--- src/hdl/rgbhsv_pkg.sv ---
// Shared constants and types for the RGB to HSV converter.
package rgbhsv_pkg;

  localparam int CHANNEL_BITS  = 8;
  localparam int HUE_FRAC_BITS = 6;
  localparam int SECTOR        = 60 * (2 ** HUE_FRAC_BITS);
  localparam int FULL_SCALE    = (2 ** CHANNEL_BITS) - 1;
  localparam int QUOT_BITS     = HUE_FRAC_BITS + 6;
  localparam int NUM_CELLS     = (QUOT_BITS > CHANNEL_BITS) ? QUOT_BITS : CHANNEL_BITS;
  localparam int DIV_BITS      = CHANNEL_BITS + NUM_CELLS;
  localparam int HUE_BITS      = HUE_FRAC_BITS + 9;

  typedef enum logic [1:0] {
    SEC_RED,
    SEC_GREEN,
    SEC_BLUE
  } sector_e;

  typedef struct packed {
    logic                    grey;
    logic                    neg;
    sector_e                 sector;
    logic [CHANNEL_BITS-1:0] bright;
    logic [DIV_BITS-1:0]     hue_rem;
    logic [DIV_BITS-1:0]     hue_den;
    logic [NUM_CELLS-1:0]    hue_q;
    logic [DIV_BITS-1:0]     sat_rem;
    logic [DIV_BITS-1:0]     sat_den;
    logic [NUM_CELLS-1:0]    sat_q;
  } cell_t;

endpackage

--- src/hdl/rgbhsv_front.sv ---
// Front stages: max/min and sector pick, then delta and divider operands.
module rgbhsv_front (
  input  logic                                 clk_i,
  input  logic                                 rst_ni,
  input  logic                                 en_i,
  input  logic                                 valid_i,
  input  logic [rgbhsv_pkg::CHANNEL_BITS-1:0]  red_i,
  input  logic [rgbhsv_pkg::CHANNEL_BITS-1:0]  green_i,
  input  logic [rgbhsv_pkg::CHANNEL_BITS-1:0]  blue_i,
  output logic                                 valid_o,
  output rgbhsv_pkg::cell_t                    data_o
);

  localparam int CB = rgbhsv_pkg::CHANNEL_BITS;
  localparam int DW = rgbhsv_pkg::DIV_BITS;

  typedef struct packed {
    logic [CB-1:0]        hi;
    logic [CB-1:0]        lo;
    rgbhsv_pkg::sector_e  sector;
    logic signed [CB:0]   num;
  } front_t;

  front_t            a_d, a_q;
  logic              a_valid_q;
  rgbhsv_pkg::cell_t b_d, b_q;
  logic              b_valid_q;

  always_comb begin
    a_d.lo = red_i;
    if (green_i < a_d.lo) a_d.lo = green_i;
    if (blue_i < a_d.lo) a_d.lo = blue_i;
    if (red_i >= green_i && red_i >= blue_i) begin
      a_d.hi     = red_i;
      a_d.sector = rgbhsv_pkg::SEC_RED;
      a_d.num    = $signed({1'b0, green_i}) - $signed({1'b0, blue_i});
    end else if (green_i >= blue_i) begin
      a_d.hi     = green_i;
      a_d.sector = rgbhsv_pkg::SEC_GREEN;
      a_d.num    = $signed({1'b0, blue_i}) - $signed({1'b0, red_i});
    end else begin
      a_d.hi     = blue_i;
      a_d.sector = rgbhsv_pkg::SEC_BLUE;
      a_d.num    = $signed({1'b0, red_i}) - $signed({1'b0, green_i});
    end
  end

  always_comb begin
    logic [CB-1:0] delta;
    logic [CB:0]   abs_num;
    delta   = a_q.hi - a_q.lo;
    abs_num = a_q.num[CB] ? (~a_q.num + 1'b1) : a_q.num;
    b_d.grey    = (delta == '0);
    b_d.neg     = a_q.num[CB];
    b_d.sector  = a_q.sector;
    b_d.bright  = a_q.hi;
    b_d.hue_rem = DW'(abs_num[CB-1:0]) * DW'(rgbhsv_pkg::SECTOR);
    b_d.hue_den = DW'(delta) << (rgbhsv_pkg::NUM_CELLS - 1);
    b_d.hue_q   = '0;
    b_d.sat_rem = DW'(delta) * DW'(rgbhsv_pkg::FULL_SCALE);
    b_d.sat_den = DW'(a_q.hi) << (rgbhsv_pkg::NUM_CELLS - 1);
    b_d.sat_q   = '0;
  end

  always_ff @(posedge clk_i or negedge rst_ni) begin
    if (!rst_ni) begin
      a_valid_q <= 1'b0;
      b_valid_q <= 1'b0;
    end else if (en_i) begin
      a_valid_q <= valid_i;
      b_valid_q <= a_valid_q;
    end
  end

  always_ff @(posedge clk_i) begin
    if (en_i) begin
      a_q <= a_d;
      b_q <= b_d;
    end
  end

  assign valid_o = b_valid_q;
  assign data_o  = b_q;

endmodule

--- src/hdl/rgbhsv_div_cell.sv ---
// Divider cell: one restoring step for hue and saturation quotients.
module rgbhsv_div_cell (
  input  logic              clk_i,
  input  logic              rst_ni,
  input  logic              en_i,
  input  logic              valid_i,
  input  rgbhsv_pkg::cell_t data_i,
  output logic              valid_o,
  output rgbhsv_pkg::cell_t data_o
);

  localparam int NC = rgbhsv_pkg::NUM_CELLS;

  rgbhsv_pkg::cell_t data_d, data_q;
  logic              valid_q;

  always_comb begin
    data_d = data_i;
    if (data_i.hue_rem >= data_i.hue_den) begin
      data_d.hue_rem = data_i.hue_rem - data_i.hue_den;
      data_d.hue_q   = {data_i.hue_q[NC-2:0], 1'b1};
    end else begin
      data_d.hue_q   = {data_i.hue_q[NC-2:0], 1'b0};
    end
    if (data_i.sat_rem >= data_i.sat_den) begin
      data_d.sat_rem = data_i.sat_rem - data_i.sat_den;
      data_d.sat_q   = {data_i.sat_q[NC-2:0], 1'b1};
    end else begin
      data_d.sat_q   = {data_i.sat_q[NC-2:0], 1'b0};
    end
    data_d.hue_den = data_i.hue_den >> 1;
    data_d.sat_den = data_i.sat_den >> 1;
  end

  always_ff @(posedge clk_i or negedge rst_ni) begin
    if (!rst_ni) begin
      valid_q <= 1'b0;
    end else if (en_i) begin
      valid_q <= valid_i;
    end
  end

  always_ff @(posedge clk_i) begin
    if (en_i) begin
      data_q <= data_d;
    end
  end

  assign valid_o = valid_q;
  assign data_o  = data_q;

endmodule

--- src/hdl/rgbhsv_back.sv ---
// Back stage: floor correction, sector offset, wrap and output register.
module rgbhsv_back (
  input  logic                                 clk_i,
  input  logic                                 rst_ni,
  input  logic                                 en_i,
  input  logic                                 valid_i,
  input  rgbhsv_pkg::cell_t                    data_i,
  output logic                                 valid_o,
  output logic [rgbhsv_pkg::HUE_BITS-1:0]      hue_o,
  output logic [rgbhsv_pkg::CHANNEL_BITS-1:0]  saturation_o,
  output logic [rgbhsv_pkg::CHANNEL_BITS-1:0]  brightness_o
);

  localparam int HB = rgbhsv_pkg::HUE_BITS;
  localparam int CB = rgbhsv_pkg::CHANNEL_BITS;
  localparam int SW = HB + 2;

  logic          valid_q;
  logic [HB-1:0] hue_d, hue_q;
  logic [CB-1:0] sat_d, sat_q;
  logic [CB-1:0] bright_q;

  always_comb begin
    logic [HB-1:0]        mag;
    logic signed [SW-1:0] base;
    logic signed [SW-1:0] off;
    logic signed [SW-1:0] h;
    mag = HB'(data_i.hue_q);
    if (data_i.neg && data_i.hue_rem != '0) mag = mag + 1'b1;
    case (data_i.sector)
      rgbhsv_pkg::SEC_GREEN: base = SW'(2 * rgbhsv_pkg::SECTOR);
      rgbhsv_pkg::SEC_BLUE:  base = SW'(4 * rgbhsv_pkg::SECTOR);
      default:               base = '0;
    endcase
    off = $signed({2'b00, mag});
    h   = data_i.neg ? (base - off) : (base + off);
    if (h[SW-1]) h = h + SW'(6 * rgbhsv_pkg::SECTOR);
    hue_d = data_i.grey ? '0 : h[HB-1:0];
    sat_d = data_i.grey ? '0 : data_i.sat_q[CB-1:0];
  end

  always_ff @(posedge clk_i or negedge rst_ni) begin
    if (!rst_ni) begin
      valid_q <= 1'b0;
    end else if (en_i) begin
      valid_q <= valid_i;
    end
  end

  always_ff @(posedge clk_i) begin
    if (en_i) begin
      hue_q    <= hue_d;
      sat_q    <= sat_d;
      bright_q <= data_i.bright;
    end
  end

  assign valid_o      = valid_q;
  assign hue_o        = hue_q;
  assign saturation_o = sat_q;
  assign brightness_o = bright_q;

endmodule

--- src/hdl/rgb_to_hsv_converter.sv ---
// RGB to HSV converter top level: input skid word, front stages, cell chain, back stage.
// From acceptance, a word passes the front registers, the divider cells and the output register.
// Throughput: one word per cycle unless out_stall_i holds a result; NUM_CELLS divider cells set the depth.
// Every stage advances unless a result waits and out_stall_i is high; one input word is
// then held in a skid register and in_stall_o rises until it moves on.
// Reset clears all valid flags and the skid flag; data registers are not reset.
module rgb_to_hsv_converter (
  input  logic                                 clk_i,
  input  logic                                 rst_ni,
  input  logic                                 in_valid_i,
  output logic                                 in_stall_o,
  input  logic [rgbhsv_pkg::CHANNEL_BITS-1:0]  red_i,
  input  logic [rgbhsv_pkg::CHANNEL_BITS-1:0]  green_i,
  input  logic [rgbhsv_pkg::CHANNEL_BITS-1:0]  blue_i,
  output logic                                 out_valid_o,
  input  logic                                 out_stall_i,
  output logic [rgbhsv_pkg::HUE_BITS-1:0]      hue_o,
  output logic [rgbhsv_pkg::CHANNEL_BITS-1:0]  saturation_o,
  output logic [rgbhsv_pkg::CHANNEL_BITS-1:0]  brightness_o
);

  localparam int CB = rgbhsv_pkg::CHANNEL_BITS;
  localparam int NC = rgbhsv_pkg::NUM_CELLS;

  logic          advance;
  logic          in_accept;
  logic          skid_valid_q;
  logic [CB-1:0] skid_red_q, skid_green_q, skid_blue_q;
  logic          f_valid;
  logic [CB-1:0] f_red, f_green, f_blue;

  rgbhsv_pkg::cell_t chain_data  [NC+1];
  logic              chain_valid [NC+1];

  assign advance    = !(out_valid_o && out_stall_i);
  assign in_stall_o = skid_valid_q;
  assign in_accept  = in_valid_i && !in_stall_o;

  always_ff @(posedge clk_i or negedge rst_ni) begin
    if (!rst_ni) begin
      skid_valid_q <= 1'b0;
    end else if (advance) begin
      skid_valid_q <= 1'b0;
    end else if (in_accept) begin
      skid_valid_q <= 1'b1;
    end
  end

  always_ff @(posedge clk_i) begin
    if (!advance && in_accept) begin
      skid_red_q   <= red_i;
      skid_green_q <= green_i;
      skid_blue_q  <= blue_i;
    end
  end

  assign f_valid = skid_valid_q || in_accept;
  assign f_red   = skid_valid_q ? skid_red_q   : red_i;
  assign f_green = skid_valid_q ? skid_green_q : green_i;
  assign f_blue  = skid_valid_q ? skid_blue_q  : blue_i;

  rgbhsv_front u_front (
    .clk_i   (clk_i),
    .rst_ni  (rst_ni),
    .en_i    (advance),
    .valid_i (f_valid),
    .red_i   (f_red),
    .green_i (f_green),
    .blue_i  (f_blue),
    .valid_o (chain_valid[0]),
    .data_o  (chain_data[0])
  );

  for (genvar i = 0; i < NC; i++) begin : g_cell
    rgbhsv_div_cell u_cell (
      .clk_i   (clk_i),
      .rst_ni  (rst_ni),
      .en_i    (advance),
      .valid_i (chain_valid[i]),
      .data_i  (chain_data[i]),
      .valid_o (chain_valid[i+1]),
      .data_o  (chain_data[i+1])
    );
  end

  rgbhsv_back u_back (
    .clk_i        (clk_i),
    .rst_ni       (rst_ni),
    .en_i         (advance),
    .valid_i      (chain_valid[NC]),
    .data_i       (chain_data[NC]),
    .valid_o      (out_valid_o),
    .hue_o        (hue_o),
    .saturation_o (saturation_o),
    .brightness_o (brightness_o)
  );

  a_skid_only_on_hold: assert property (@(posedge clk_i) disable iff (!rst_ni)
    $rose(skid_valid_q) |-> $past(!advance))
    else $error("skid loaded while pipeline advanced");

  a_skid_drains: assert property (@(posedge clk_i) disable iff (!rst_ni)
    (skid_valid_q && advance) |=> !skid_valid_q)
    else $error("skid word not drained on advance");

  a_hue_range: assert property (@(posedge clk_i) disable iff (!rst_ni)
    out_valid_o |-> (hue_o < rgbhsv_pkg::HUE_BITS'(6 * rgbhsv_pkg::SECTOR)))
    else $error("hue out of range");

  a_sat_needs_value: assert property (@(posedge clk_i) disable iff (!rst_ni)
    (out_valid_o && saturation_o != '0) |-> (brightness_o != '0))
    else $error("nonzero saturation with zero value");

endmodule
--- config.mk ---
export PLATFORM = sky130hd
export DESIGN_NAME = rgb_to_hsv_converter
export DESIGN_NICKNAME = d
export VERILOG_FILES = /design/src/hdl/rgbhsv_pkg.sv /design/src/hdl/rgbhsv_front.sv /design/src/hdl/rgbhsv_div_cell.sv /design/src/hdl/rgbhsv_back.sv /design/src/hdl/rgb_to_hsv_converter.sv
export SDC_FILE = /design/constraint.sdc
export NUM_CORES = 2
export LEC_CHECK = 0
export BUFFER_PORTS_ARGS = -buffer_cell sky130_fd_sc_hd__buf_2
export CORE_UTILIZATION = 65
export CTS_BUF_LIST = sky130_fd_sc_hd__clkbuf_4
export CTS_CLUSTER_DIAMETER = 100
export CTS_CLUSTER_SIZE = 10
export DETAILED_ROUTE_END_ITERATION = 8
export GPL_TIMING_DRIVEN = 0
export PLACE_DENSITY_LB_ADDON = 0.3
export SLEW_MARGIN = 10
export SYNTH_ARGS = -nofsm -noshare
export SYNTH_HDL_FRONTEND = slang
export SYNTH_SLANG_ARGS = --single-unit
--- constraint.sdc ---
create_clock -name clk_i -period 40.4 [get_ports clk_i]
set_clock_uncertainty 0.15 [all_clocks]
set_input_delay 2.02 -clock clk_i [delete_from_list [all_inputs] [get_ports clk_i]]
set_output_delay 2.02 -clock clk_i [all_outputs]
set_load 0.02 [all_outputs]
==> results.py <==
metrics = {
    "finish": {
        "drive_above_1_share": 0.0668,
        "syn2layout_area_growth_pct": 6.06,
        "multi_input_area_mm2": 0.0172,
        "nFillCells": 4588,
        "regArea_mm2": 0.0263,
        "layout.nets": 4240,
        "instances_no_fill": 4798,
    },
    "critical_path": {
        "slowest_delay_ns": 0.74,
        "path_max_fanout": 8,
        "crit_start": "u_front.a_q[20]$_DFFE_PN_",
        "r2r_start": "u_front.a_q[20]$_DFFE_PN_",
        "endpoint_kind": "register",
        "slowest_stage": "xnor2_1",
        "crit_path_start_kind": "register",
        "cp_cell_sequence": "ha_1 > a21o_1 > a21o_1 > a21oi_1 > o21bai_1 > a21o_1 > a21o_1 > xnor2_1 > inv_1 > fa_1 > fa_1 > inv_1 > fa_1 > fa_1 > inv_1 > ha_1 > a21boi_0 > o21ai_0 > a21boi_0 > o21ai_0 > nor2b_1 > xnor2_1",
        "crit_arrival_ns": 7.38,
        "crit_type": "reg2reg",
        "cp.required_ns": 40.91,
    },
    "run": {
        "drv_cap": 0,
    },
    "min_path": {
        "holdCritPathClass": "reg2reg",
        "hold_start": "g_cell[10].u_cell.data_o[58]$_DFFE_PN_",
    },
    "timing": {
        "rsz0062_at_grt": "false",
        "slew_viol_final": 0,
        "worstMarginPinSlew_ns": 1.06,
        "setup_viol": 0,
        "whs_ns": 0.234,
        "fmax_ghz": 0.145,
        "min_period_ns": 6.88,
        "fin_crit_sh": 0.170,
        "relSlewSlack": 0.290,
        "hold_viol_final": 0,
    },
    "clocking": {
        "numCtsBuffers": 97,
        "clkSinkCount": 880,
        "clkTransAtPathRegs_ns": 0.13,
        "cts_buffer_depth": 3,
        "tritoncts": "yes",
        "cts_setup_buffers": 0,
        "htreeDepth": 3,
        "clk_latency_ns": 0.92,
        "hold_buffers": 0,
        "root_buffer": "clkbuf_4",
        "cts_resized": 0,
    },
    "global_routing": {
        "grt_first_pass_wirelength_mm": 121,
        "grt_max_degree": 71,
        "grt-ovfl-total": 0,
        "track_usage": 0.210,
        "grt_antenna_before_repair": 2,
        "grt_pass1_vias": 27064,
    },
    "synth": {
        "synthMostInstantiatedCell": "edfxtp_1",
        "seq_area_frac_synth": 0.581,
        "yosys-top-cells-area": "edfxtp_1, ha_1, xnor2_1, inv_1, fa_1",
        "synth_top_area_frac": 0.572,
        "syn_area_per_cell_um2": 12.3,
        "synth_edf_count": 864,
        "ys_types": 72,
        "synth-async-reset-ratio": 0.0182,
        "synth-seq-cells": 880,
        "synth_top_area_cell": "edfxtp_1",
        "synth_ff_type": "edfxtp_1",
        "synth_warnings": 0,
        "syn_nets": 4065,
        "syn-cell-area_mm2": 0.0454,
        "synth_commonest_cells": "edfxtp_1, inv_1, ha_1",
        "syn_inst": 3675,
    },
    "status": {
        "status": "finished clean",
    },
    "floorplanning": {
        "core_mm2": 0.0688,
        "ios": 61,
        "die_y_um": 266,
        "fp.dieW_um": 266,
        "start_util": 0.659,
        "dieArea_mm2": 0.0709,
        "rows": 96,
    },
    "detailed_routing": {
        "drt_iter0_drc": 1361,
        "wl_per_cell_um": 15.2,
        "ant_nets": 0,
        "drcViolationCount": 0,
        "viasPerCell": 5.59,
        "num_vias": 26798,
        "wirelength_mm": 72.7,
        "first_pass_iters": 5,
    },
    "placed_design": {
        "dp_hpwl_mm": 55.1,
        "place.port_buffers": 60,
        "gp_congestion": 0.913,
        "place_inst": 4682,
    },
}
## critical path: cells and delay by family (launching register included)
family | cells | cell delay [ns]
xor gates and xnor gates | 2 | 0.87
DFF | 1 | 0.49
AOI/OAI and AO/OA | 10 | 1.85
adders and majority gates | 6 | 2.76
and+or+nand+nor | 1 | 0.16
buffers and inverters | 3 | 0.32
## cells in the final DEF, fill, tap and decap left out, types with 13 or more instances in the layout
| cell type | n |
|---|---|
| xnor2_1 | 192 |
| nor2_1 | 244 |
| xor2_1 | 108 |
| clkbuf_1 | 38 |
| nand4_1 | 40 |
| and3_1 | 15 |
| o21a_1 | 18 |
| mux2_2 | 37 |
| nand2_1 | 224 |
| a21oi_1 | 165 |
| edfxtp_1 | 864 |
| nor4_1 | 49 |
| inv_1 | 447 |
| and2_1 | 14 |
| nor3_1 | 66 |
| clkbuf_4 | 107 |
| o31ai_1 | 36 |
| buf_2 | 63 |
| or3_1 | 26 |
| dfrtp_1 | 16 |
| buf_16 | 13 |
| fa_1 | 63 |
| mux2i_1 | 71 |
| nand3b_1 | 18 |
| a21o_1 | 64 |
| ha_1 | 299 |
| a21boi_0 | 56 |
| o21ai_0 | 186 |
| nand3_1 | 45 |
| nor2b_1 | 76 |
| nand2b_1 | 52 |
## cell type report
cell class / count / area share
clock buffer: 106 / 0.0165
multi-input combinational: 2303 / 0.357
buffer: 45 / 0.00382
clock inverter: 5 / 0.00130
sequential: 880 / 0.548
timing repair buffer: 76 / 0.0144
antenna: 5 / 0.000260
inverter: 447 / 0.0349
tap: 931 / 0.0242
## per-layer routing
| metal | routed length (µm) | GRT usage | vias up | share of wire |
|---|---|---|---|---|
| li1 | - | - | 13480 | - |
| met1 | 27400 | 0.216 | 12665 | 0.38 |
| met2 | 40200 | 0.414 | 468 | 0.55 |
| met3 | 2290 | 0.0322 | 185 | 0.031 |
| met4 | 2820 | 0.0885 | 0 | 0.039 |
| met5 | 0 | 0 | - | 0 |
## logic make-up (layout without fill, tap and decap cells)
| family | Yosys count | count (layout) | synth area share |
|---|---|---|---|
| AND/OR/NAND/NOR | 932 | 932 | 0.104 |
| flip-flops | 880 | 880 | 0.581 |
| AO/OA/AOI/OAI | 600 | 600 | 0.0814 |
| buffers and inverters | 492 | 679 | 0.0410 |
| adder cells (fa/ha/maj) | 363 | 363 | 0.110 |
| XOR/XNOR | 300 | 300 | 0.0579 |
| multiplexers | 108 | 108 | 0.0249 |
| other | 0 | 5 | 0 |
## through the flow
stage / util / TNS (ns) / worst slack [ns] / cell area (µm²)
after floorplan: - / 0 / 2.36 / 45400
after global placement: 0.680 / -290.95 / -12.12 / 46800
after detailed placement: 0.686 / 0 / 33.14 / 47200
after CTS: 0.699 / 0 / 33.51 / 48100
after global routing: 0.699 / 0 / 33.09 / 48100
final: 0.699 / 0 / 33.52 / 48100
## registers in the layout, indices dropped and copies added (netlist names), 8 cells and up
register and cells:
u_front.data_o 47, u_back.hue_o 15, g_cell.u_cell.valid_o 12, skid_red_q 8, g_cell.u_cell.data_o 735, skid_green_q 8
u_front.a_q 27, u_back.saturation_o 8, u_back.brightness_o 8, skid_blue_q 8
## final timing paths
path / end / depth (start not counted) / slack (ns)
min in group asynchronous: g_cell[9].u_cell.valid_o$_DFFE_PN0N_ / 1 / 0.83
max in group asynchronous: g_cell[1].u_cell.valid_o$_DFFE_PN0N_ / 1 / 39.01
max reg2reg: u_front.data_o[45]$_DFFE_PN_ / 22 / 33.52
min: g_cell[11].u_cell.data_o[59]$_DFFE_PN_ / 0 / 0.23
max: u_front.data_o[45]$_DFFE_PN_ / 22 / 33.52
min reg2reg: g_cell[11].u_cell.data_o[59]$_DFFE_PN_ / 0 / 0.23
Power is not shown: default switching activity piles up to over one toggle a cycle in this logic, so the estimate is an artifact.
